===== config.mk =====
export PLATFORM = sky130hd
export DESIGN_NAME = packed_slot_offset_core
export DESIGN_NICKNAME = d
export VERILOG_FILES = /design/src/pso_pkg.sv /design/src/pso_ucode_rom.sv /design/src/pso_sequencer.sv /design/src/pso_datapath.sv /design/src/packed_slot_offset_core.sv
export SDC_FILE = /design/constraint.sdc
export NUM_CORES = 1
export LEC_CHECK = 0
export ABC_AREA = 1
export CORE_MARGIN = 1
export CORE_UTILIZATION = 45
export DETAILED_ROUTE_END_ITERATION = 8
export DONT_BUFFER_PORTS = 1
export PLACE_DENSITY = 0.56
export SETUP_SLACK_MARGIN = 0.1
export SYNTH_ARGS = -nofsm -noshare
export SYNTH_HDL_FRONTEND = slang
export SYNTH_SLANG_ARGS = --single-unit

===== constraint.sdc =====
create_clock -name clk -period 4.3 [get_ports clk]
set_input_delay 0.43 -clock clk [delete_from_list [all_inputs] [get_ports clk]]
set_output_delay 0.43 -clock clk [all_outputs]
set_load 0.01 [all_outputs]

===== src/pso_pkg.sv =====
`timescale 1ns / 1ps
// ----------------------------------------------------------------------------
// Packed slot offset: shared package
// Types, constants and helper functions shared by the sequencer, the
// microcode table and the datapath.
// ----------------------------------------------------------------------------
package pso_pkg;

  // Operation codes carried in the input tuser.
  localparam logic OP_LOAD  = 1'b0;
  localparam logic OP_QUERY = 1'b1;

  // Field widths fixed by the interface.
  localparam int SLOT_W     = 5;
  localparam int ENTRY_W    = 12;
  localparam int ALIGN_W    = 3;
  localparam int MAP_W      = 32;
  localparam int OFFSET_W   = 18;
  localparam int IN_DATA_W  = 56;
  localparam int OUT_DATA_W = 24;

  localparam logic [OFFSET_W-1:0] OFFSET_MAX = {OFFSET_W{1'b1}};

  // Microcode step addresses.
  typedef enum logic [2:0] {
    STEP_DISPATCH,
    STEP_CHECK,
    STEP_WALK,
    STEP_ALIGN,
    STEP_EMIT
  } step_t;

  // Jump conditions.
  typedef enum logic [2:0] {
    COND_NEXT,
    COND_ALWAYS,
    COND_IDLE_OR_LOAD,
    COND_ABSENT,
    COND_WALK_MORE
  } cond_t;

  // One control word of the microcode table.
  typedef struct packed {
    logic  in_ready;
    logic  walk_en;
    logic  align_en;
    logic  wait_out;
    logic  out_load;
    cond_t cond;
    step_t target;
  } ctrl_word_t;

  // Status flags fed back from the datapath to the sequencer.
  typedef struct packed {
    logic idle_or_load;
    logic absent;
    logic walk_more;
    logic out_busy;
  } status_t;

  // Round an offset up to a power-of-two alignment; one spare top bit
  // shows an overflow past the offset range.
  function automatic logic [OFFSET_W:0] align_up(input logic [OFFSET_W-1:0] v,
                                                 input logic [ALIGN_W-1:0]  a);
    logic [OFFSET_W:0] mask;
    mask = ((OFFSET_W+1)'(1) << a) - (OFFSET_W+1)'(1);
    return ({1'b0, v} + mask) & ~mask;
  endfunction

endpackage


===== src/pso_ucode_rom.sv =====
`timescale 1ns / 1ps
// ----------------------------------------------------------------------------
// Packed slot offset: microcode table
// Read-only control program, one control word per step.
// ----------------------------------------------------------------------------
module pso_ucode_rom (
  input  pso_pkg::step_t      pc,
  output pso_pkg::ctrl_word_t word
);

  // Program: dispatch, presence check, walk of lower slots, final
  // alignment, hand-off to the output register.
  always_comb begin
    word = '{in_ready: 1'b0, walk_en: 1'b0, align_en: 1'b0, wait_out: 1'b0,
             out_load: 1'b0, cond: pso_pkg::COND_ALWAYS,
             target: pso_pkg::STEP_DISPATCH};
    case (pc)
      pso_pkg::STEP_DISPATCH: begin
        word.in_ready = 1'b1;
        word.cond     = pso_pkg::COND_IDLE_OR_LOAD;
        word.target   = pso_pkg::STEP_DISPATCH;
      end
      pso_pkg::STEP_CHECK: begin
        word.cond   = pso_pkg::COND_ABSENT;
        word.target = pso_pkg::STEP_EMIT;
      end
      pso_pkg::STEP_WALK: begin
        word.walk_en = 1'b1;
        word.cond    = pso_pkg::COND_WALK_MORE;
        word.target  = pso_pkg::STEP_WALK;
      end
      pso_pkg::STEP_ALIGN: begin
        word.align_en = 1'b1;
        word.cond     = pso_pkg::COND_NEXT;
      end
      pso_pkg::STEP_EMIT: begin
        word.wait_out = 1'b1;
        word.out_load = 1'b1;
        word.cond     = pso_pkg::COND_ALWAYS;
        word.target   = pso_pkg::STEP_DISPATCH;
      end
      default: begin
        word.cond   = pso_pkg::COND_ALWAYS;
        word.target = pso_pkg::STEP_DISPATCH;
      end
    endcase
  end

endmodule


===== src/pso_sequencer.sv =====
`timescale 1ns / 1ps
// ----------------------------------------------------------------------------
// Packed slot offset: sequencer
// Step counter with conditional jumps over the microcode table.
// ----------------------------------------------------------------------------
module pso_sequencer (
  input  logic                clk,
  input  logic                rst,
  input  pso_pkg::status_t    status,
  output pso_pkg::ctrl_word_t ctrl
);

  pso_pkg::step_t pc;
  pso_pkg::step_t pc_next;
  logic           taken;
  logic           stall;

  pso_ucode_rom u_rom (
    .pc   (pc),
    .word (ctrl)
  );

  // Evaluate the jump condition of the current step.
  always_comb begin
    case (ctrl.cond)
      pso_pkg::COND_NEXT:         taken = 1'b0;
      pso_pkg::COND_ALWAYS:       taken = 1'b1;
      pso_pkg::COND_IDLE_OR_LOAD: taken = status.idle_or_load;
      pso_pkg::COND_ABSENT:       taken = status.absent;
      pso_pkg::COND_WALK_MORE:    taken = status.walk_more;
      default:                    taken = 1'b1;
    endcase
  end

  // A step that hands over a result holds while the output register is full.
  assign stall = ctrl.wait_out & status.out_busy;

  always_comb begin
    if (stall) begin
      pc_next = pc;
    end else if (taken) begin
      pc_next = ctrl.target;
    end else begin
      pc_next = pso_pkg::step_t'(pc + 3'd1);
    end
  end

  always_ff @(posedge clk) begin
    if (rst) begin
      pc <= pso_pkg::STEP_DISPATCH;
    end else begin
      pc <= pc_next;
    end
  end

endmodule


===== src/pso_datapath.sv =====
`timescale 1ns / 1ps
// ----------------------------------------------------------------------------
// Packed slot offset: datapath
// Slot table memory, query registers, offset accumulator and result register.
// ----------------------------------------------------------------------------
module pso_datapath #(
  parameter int SLOT_COUNT = 32,
  parameter int SIZE_BITS  = 12
) (
  input  logic                            clk,
  input  logic                            rst,
  input  pso_pkg::ctrl_word_t             ctrl,
  input  logic                            in_valid,
  input  logic                            op,
  input  logic [pso_pkg::SLOT_W-1:0]      slot_index,
  input  logic [pso_pkg::ENTRY_W-1:0]     entry_size,
  input  logic [pso_pkg::ALIGN_W-1:0]     entry_align_log2,
  input  logic [pso_pkg::MAP_W-1:0]       presence_map,
  input  logic                            out_ready,
  output logic                            out_valid,
  output logic                            present,
  output logic [pso_pkg::OFFSET_W-1:0]    byte_offset,
  output pso_pkg::status_t                status
);

  localparam int ADDR_W  = $clog2(SLOT_COUNT);
  localparam int ENTRY_T = SIZE_BITS + pso_pkg::ALIGN_W;
  localparam int SUM_W   = ((SIZE_BITS > pso_pkg::OFFSET_W + 1) ? SIZE_BITS
                                                                : pso_pkg::OFFSET_W + 1) + 1;
  localparam logic [pso_pkg::OFFSET_W-1:0] MAP_BYTES =
    pso_pkg::OFFSET_W'((SLOT_COUNT + 7) / 8);

  // Slot table: size in the upper bits, alignment in the lower bits.
  logic [ENTRY_T-1:0] table_mem [SLOT_COUNT];
  logic [ENTRY_T-1:0] rd_entry;

  logic                           accept;
  logic                           load_wr;
  logic                           stall;
  logic [ADDR_W-1:0]              cnt;
  logic [ADDR_W-1:0]              slot_q;
  logic [pso_pkg::MAP_W-1:0]      map_q;
  logic                           present_q;
  logic [pso_pkg::OFFSET_W-1:0]   off;
  logic                           sat;
  logic [ADDR_W-1:0]              pidx;
  logic [pso_pkg::SLOT_W-1:0]     pidx_map;
  logic [SIZE_BITS-1:0]           rd_size;
  logic [pso_pkg::ALIGN_W-1:0]    rd_align;
  logic [pso_pkg::OFFSET_W:0]     aligned;
  logic [SUM_W-1:0]               sum;
  logic                           in_range;

  assign accept   = in_valid & ctrl.in_ready;
  assign in_range = 32'(slot_index) < SLOT_COUNT;
  assign load_wr  = accept & (op == pso_pkg::OP_LOAD) & in_range;
  assign stall    = ctrl.wait_out & out_valid & ~out_ready;

  // Table write on a load and registered read at the walk counter.
  always_ff @(posedge clk) begin
    if (load_wr) begin
      table_mem[ADDR_W'(slot_index)] <= {SIZE_BITS'(entry_size), entry_align_log2};
    end
    rd_entry <= table_mem[cnt];
  end

  assign rd_size  = rd_entry[ENTRY_T-1:pso_pkg::ALIGN_W];
  assign rd_align = rd_entry[pso_pkg::ALIGN_W-1:0];

  // The read data in a walk step belongs to the slot one below the counter.
  assign pidx     = cnt - ADDR_W'(1);
  assign pidx_map = pso_pkg::SLOT_W'(pidx);
  assign aligned  = pso_pkg::align_up(off, rd_align);
  assign sum      = SUM_W'(aligned) + SUM_W'(rd_size);

  // Query registers, walk counter and offset accumulator.
  always_ff @(posedge clk) begin
    if (accept && op == pso_pkg::OP_QUERY) begin
      slot_q    <= ADDR_W'(slot_index);
      map_q     <= presence_map;
      present_q <= in_range & presence_map[slot_index];
      cnt       <= '0;
      off       <= MAP_BYTES;
      sat       <= 1'b0;
    end else if (ctrl.walk_en) begin
      cnt <= cnt + ADDR_W'(1);
      if (cnt != '0 && map_q[pidx_map]) begin
        off <= pso_pkg::OFFSET_W'(sum);
        if (sum > SUM_W'(pso_pkg::OFFSET_MAX)) begin
          sat <= 1'b1;
        end
      end
    end else if (ctrl.align_en) begin
      off <= aligned[pso_pkg::OFFSET_W-1:0];
      sat <= sat | aligned[pso_pkg::OFFSET_W];
    end
  end

  // Result register; it frees the sequencer as soon as it is loaded.
  always_ff @(posedge clk) begin
    if (rst) begin
      out_valid <= 1'b0;
    end else if (ctrl.out_load && !stall) begin
      out_valid <= 1'b1;
    end else if (out_ready) begin
      out_valid <= 1'b0;
    end
  end

  always_ff @(posedge clk) begin
    if (ctrl.out_load && !stall) begin
      present <= present_q;
      if (!present_q) begin
        byte_offset <= '0;
      end else if (sat) begin
        byte_offset <= pso_pkg::OFFSET_MAX;
      end else begin
        byte_offset <= off;
      end
    end
  end

  // Status back to the sequencer.
  assign status.idle_or_load = ~(in_valid & (op == pso_pkg::OP_QUERY));
  assign status.absent       = ~present_q;
  assign status.walk_more    = cnt != slot_q;
  assign status.out_busy     = out_valid & ~out_ready;

endmodule


===== src/packed_slot_offset_core.sv =====
`timescale 1ns / 1ps
// ----------------------------------------------------------------------------
// Packed slot offset core
// Slot size and alignment table with a microcoded offset walk per query.
// ----------------------------------------------------------------------------
// Usage:
//   The slave channel (s_*) takes items; s_tuser is the operation, 0 to load
//   one slot's size and alignment, 1 to query a slot's payload offset.
//   A load transaction produces no result and the core takes the next item in
//   the following cycle. A query produces one transaction on the master
//   channel (m_*): m_tuser flags the slot present, m_tdata its byte offset.
//   A query for slot s runs through one presence check, one walk step per
//   lower slot plus one for the table read pipeline, one final alignment
//   and one hand-off; an absent slot goes from the presence check straight
//   to the hand-off. The walk reads one table entry per cycle through the
//   single memory read port. The result sits in an output register, so the
//   core returns to taking items while the receiver stalls; a second result
//   waits in the hand-off step until the register is free. Reset empties
//   the output register and returns the sequencer to dispatch; the table
//   holds no valid data until entries are loaded.
// ----------------------------------------------------------------------------
module packed_slot_offset_core #(
  parameter int SLOT_COUNT = 32,
  parameter int SIZE_BITS  = 12
) (
  input  logic                             clk,
  input  logic                             rst,
  input  logic                             s_tvalid,
  output logic                             s_tready,
  // [4:0] slot_index, [16:5] entry_size, [19:17] entry_align_log2,
  // [51:20] presence_map, [55:52] zero
  input  logic [pso_pkg::IN_DATA_W-1:0]    s_tdata,
  // [0] op
  input  logic                             s_tuser,
  output logic                             m_tvalid,
  input  logic                             m_tready,
  // [17:0] byte_offset, [23:18] zero
  output logic [pso_pkg::OUT_DATA_W-1:0]   m_tdata,
  // [0] present
  output logic                             m_tuser
);

  pso_pkg::ctrl_word_t           ctrl;
  pso_pkg::status_t              status;
  logic [pso_pkg::OFFSET_W-1:0]  byte_offset;

  pso_sequencer u_seq (
    .clk    (clk),
    .rst    (rst),
    .status (status),
    .ctrl   (ctrl)
  );

  pso_datapath #(
    .SLOT_COUNT (SLOT_COUNT),
    .SIZE_BITS  (SIZE_BITS)
  ) u_dp (
    .clk              (clk),
    .rst              (rst),
    .ctrl             (ctrl),
    .in_valid         (s_tvalid),
    .op               (s_tuser),
    .slot_index       (s_tdata[4:0]),
    .entry_size       (s_tdata[16:5]),
    .entry_align_log2 (s_tdata[19:17]),
    .presence_map     (s_tdata[51:20]),
    .out_ready        (m_tready),
    .out_valid        (m_tvalid),
    .present          (m_tuser),
    .byte_offset      (byte_offset),
    .status           (status)
  );

  // Handshake and result packing.
  assign s_tready = ctrl.in_ready;
  assign m_tdata  = pso_pkg::OUT_DATA_W'(byte_offset);

endmodule

==> flow_metrics.tcl <==
set metrics [dict create \
    synth_fa_ha_area_frac 0.0204 \
    drc 0 \
    clock_latency_ns 0.62 \
    synthCells 2098 \
    cp.required_ns 4.80 \
    synth_seq_cells 580 \
    slowest_stage "dfxtp_1" \
    clock_path_buffers 3 \
    design.portCount 88 \
    fmax_ghz 0.266 \
    grt_max_degree 229 \
    cts-root-buf "clkbuf_16" \
    synth_top_family_by_area "compound AO/OA/AOI/OAI gates" \
    start_util 0.457 \
    synth_enable_flop_cells 537 \
    start_kind "flip-flop" \
    vdd_drop_max_uv 306 \
    path_cells "nand2_1, nor2_2, inv_1, ha_1, inv_1, ha_1, a21oi_2, o21ai_0, a31oi_1, xnor2_1, ha_1, nand2_1, nor2_1, nand2_1, nand4_1, nand3_1, nand2_1, nand2_1, nor2_1, xor2_1, a21oi_1" \
    min_period_ns 3.76 \
    ys_async_sr_fraction 0 \
    vias_per_cell 5.67 \
    dr.first_iter.drc_count 1693 \
    drv_cap 0 \
    syn_area_um2 24700 \
    nNetsFinal 2256 \
    antenna_cells 0 \
    finalHoldViolCount 0 \
    post_drt_wl_per_cell_um 21.9 \
    critical_path_class "reg -> reg" \
    synth.distinct_cells 51 \
    port_buffers 0 \
    postCtsSetupRepairBufs 0 \
    ys_seq_area_frac 0.688 \
    synth_compound_area_frac 0.131 \
    syn_avg_cell_area_um2 11.8 \
    layout-drive-gt1-share 0.0895 \
    htree_levels 2 \
    cts_tree "built" \
    hold_class "in -> reg" \
    via_count 16400 \
    grt_pass1_vias 15700 \
    grt_use_total 0.228 \
    outcome "complete, no violations" \
    power_density_nw_per_um2 535 \
    setup_viol 0 \
    use_met3 0.0362 \
    place_congestion 0.852 \
    place_inst 2737 \
    ys_warn_count 0 \
    routed_wl_mm 63.4 \
    clk_pin_slew_ns 0.06 \
    worstPathArrival_ns 4.26 \
    synth_area_leader_cell "edfxtp_1" \
    grt_use_met1 0.325 \
    fin_skew_ns 0.0119 \
    numCtsBuffers 59 \
    critPathMaxStageDelay_ns 0.39 \
    max_slew.worst_pin.slew_ns 1.01 \
    dpl.hpwl_mm 36.2 \
    p_leak_nw 9.74 \
    rsz0062_at_grt "false" \
    dr.pass1.iters 5 \
    critPathTopFamily "simple AND/OR/NAND/NOR gates" \
    core_area_um2 54000 \
    critPathBufInv 2 \
    critical_path.max_fanout 6 \
    finalMaxSlewViolations 0 \
    slew_headroom 0.325 \
    placed_area_um2 25500 \
    antenna_found_initial 1 \
    setup_tns_ns 0 \
    ys.flop_type "edfxtp_1" \
    dieArea_um2 55800 \
    antenna_left 0 \
    period_share 0.875 \
    finalInstanceArea_um2 28000 \
    die_x_um 236 \
    crit_path_frequent_cell "nand2_1" \
    met2_usage 0.360 \
    die_h_um 236 \
    yosys.area_share.simple 0.117 \
    clock_sinks 580 \
    synth_mux_area_frac 0 \
    rows 85 \
    synthXorXnorAreaFrac 0.00771 \
    synth.area.top_cells "edfxtp_1, nor2_1, o21ai_0" \
    layout.cells.non_filler 2898 \
    grt_pass1_wl_mm 96.3 \
    area_growth_pct 13.7 \
    top_usage_layer "met2" \
    endpoint_kind "flip-flop" \
    yosys.area.top_type_share 0.654 \
    overflow 0 \
]
[path summary, 6_finish.rpt]
| kind | start | to | slack (ns) | cells past startpoint |
|---|---|---|---|---|
| worst min register to register | u_dp.off[6] | u_dp.off[6] | 0.52 | 2 |
| worst min-delay path | s_tdata[14] | u_dp.table_mem[16][12] | 0.11 | 1 |
| worst max-delay path | u_dp.rd_entry[1] | u_dp.off[15] | 0.54 | 21 |
| worst max register to register | u_dp.rd_entry[1] | u_dp.off[15] | 0.54 | 21 |
[Yosys cell counts, types with 2 or more instances]
cell type  instances
a211oi_1          18
a211oi_2           5
a21oi_1           86
a221oi_1          15
a22o_1            15
a22oi_1           12
a31oi_1            5
and2_1             2
and3_1             2
buf_1              2
buf_2             26
buf_4              6
buf_6              8
clkbuf_1          77
clkinv_1           3
dfxtp_1           43
edfxtp_1         537
fa_1               2
ha_1              37
inv_1             73
inv_2              4
inv_4              2
nand2_1          207
nand2_2            6
nand2_4            3
nand3_1           77
nand3_2            5
nand3b_1           3
nand4_1            8
nor2_1           355
nor2_2             6
nor2_4             2
nor3_1            14
o211ai_2           2
o21ai_0          263
o21ai_1           13
o21bai_1           2
o22ai_1          120
or2_2              4
xnor2_1            9
xor2_1             9
[sequential cells by signal (all words and copies together), names as in the netlist, 3 cells and up]
signal / count
u_seq.pc: 3
u_dp.slot_q: 5
u_dp.map_q: 32
u_dp.rd_entry: 15
u_dp.byte_offset: 18
u_dp.cnt: 5
u_dp.table_mem: 480
u_dp.off: 18
[area by class of cell]
class,instances,area (um2)
fillers,4634,26000
flip-flops and latches,580,17000
multi-input cells,1331,6880
clock buffers,72,1530
repair buffers,102,1100
well taps,696,871
clock inverters,35,359
inverters,82,317
[worst reg2reg max path: stages, from the launching register on]
cell	delay (ns)
dfxtp_1	0.39
nand2_1	0.16
nor2_2	0.17
inv_1	0.06
ha_1	0.28
inv_1	0.04
ha_1	0.32
a21oi_2	0.20
o21ai_0	0.14
a31oi_1	0.22
xnor2_1	0.13
ha_1	0.39
nand2_1	0.07
nor2_1	0.14
nand2_1	0.07
nand4_1	0.16
nand3_1	0.15
nand2_1	0.09
nand2_1	0.10
nor2_1	0.13
xor2_1	0.16
a21oi_1	0.08
[cells by family (layout without fill, tap and decap cells)]
family,count (synthesis),in the layout
AOI/OAI and AO/OA,561,561
xor gates and xnor gates,20,20
adders and majority gates,39,39
buffers and inverters,201,291
DFF,580,580
other,1,15
and+or+nand+nor,696,696
[through the flow]
step | total power, mW | util | setup slack, ns | hold WS (ns)
2_1_floorplan | 9.08 | - | 0.838 | 0.459
3_3_place_gp | 9.86 | 0.471 | 0.464 | 0.492
3_5_place_dp | 9.93 | 0.471 | 0.380 | 0.496
4_1_cts | 15.1 | 0.519 | 0.359 | 0.0779
5_1_grt | 15.8 | 0.519 | 0.0916 | 0.104
6_report | 15.0 | 0.519 | 0.539 | 0.106
[layout by cell type, fill, tap and decap left out, types with 6 or more instances in the layout]
master / count
nor3_1: 14
bufinv_16: 7
o22ai_1: 120
xnor2_1: 9
dlygate4sd3_1: 39
inv_1: 72
a211oi_1: 18
a22o_1: 15
xor2_1: 9
nand4_1: 8
clkinv_1: 14
clkinv_2: 15
nand3_1: 77
edfxtp_1: 537
a22oi_1: 12
conb_1: 15
buf_12: 19
a21oi_1: 85
o21ai_0: 263
nand2_1: 207
nor2_1: 351
nor2_2: 10
buf_4: 44
dfxtp_1: 40
o21ai_1: 13
clkbuf_1: 13
clkbuf_16: 59
ha_1: 37
a221oi_1: 15
nand2_2: 6
[layer usage]
layer / wire length, um / share of wire
met1: 28500 / 0.45
met4: 1670 / 0.026
met2: 29100 / 0.46
met5: 12 / 0.00019
met3: 4120 / 0.065
[what timing repair did]
| action | CTS | global route |
|---|---|---|
| hold buffers | 54 | 0 |
| endpoints found under the setup margin | 0 | 7 |
| hold endpoints to repair | 521 | 0 |
| gates resized for setup | 0 | 3 |
[report_power, final]
group	leakage (nW)	internal [mW]	switching [mW]
Clock	0.932	2.93	2.12
Combinational	3.60	1.18	2.29
Sequential	5.20	6.34	0.147
(Power assumes the default switching activity.)
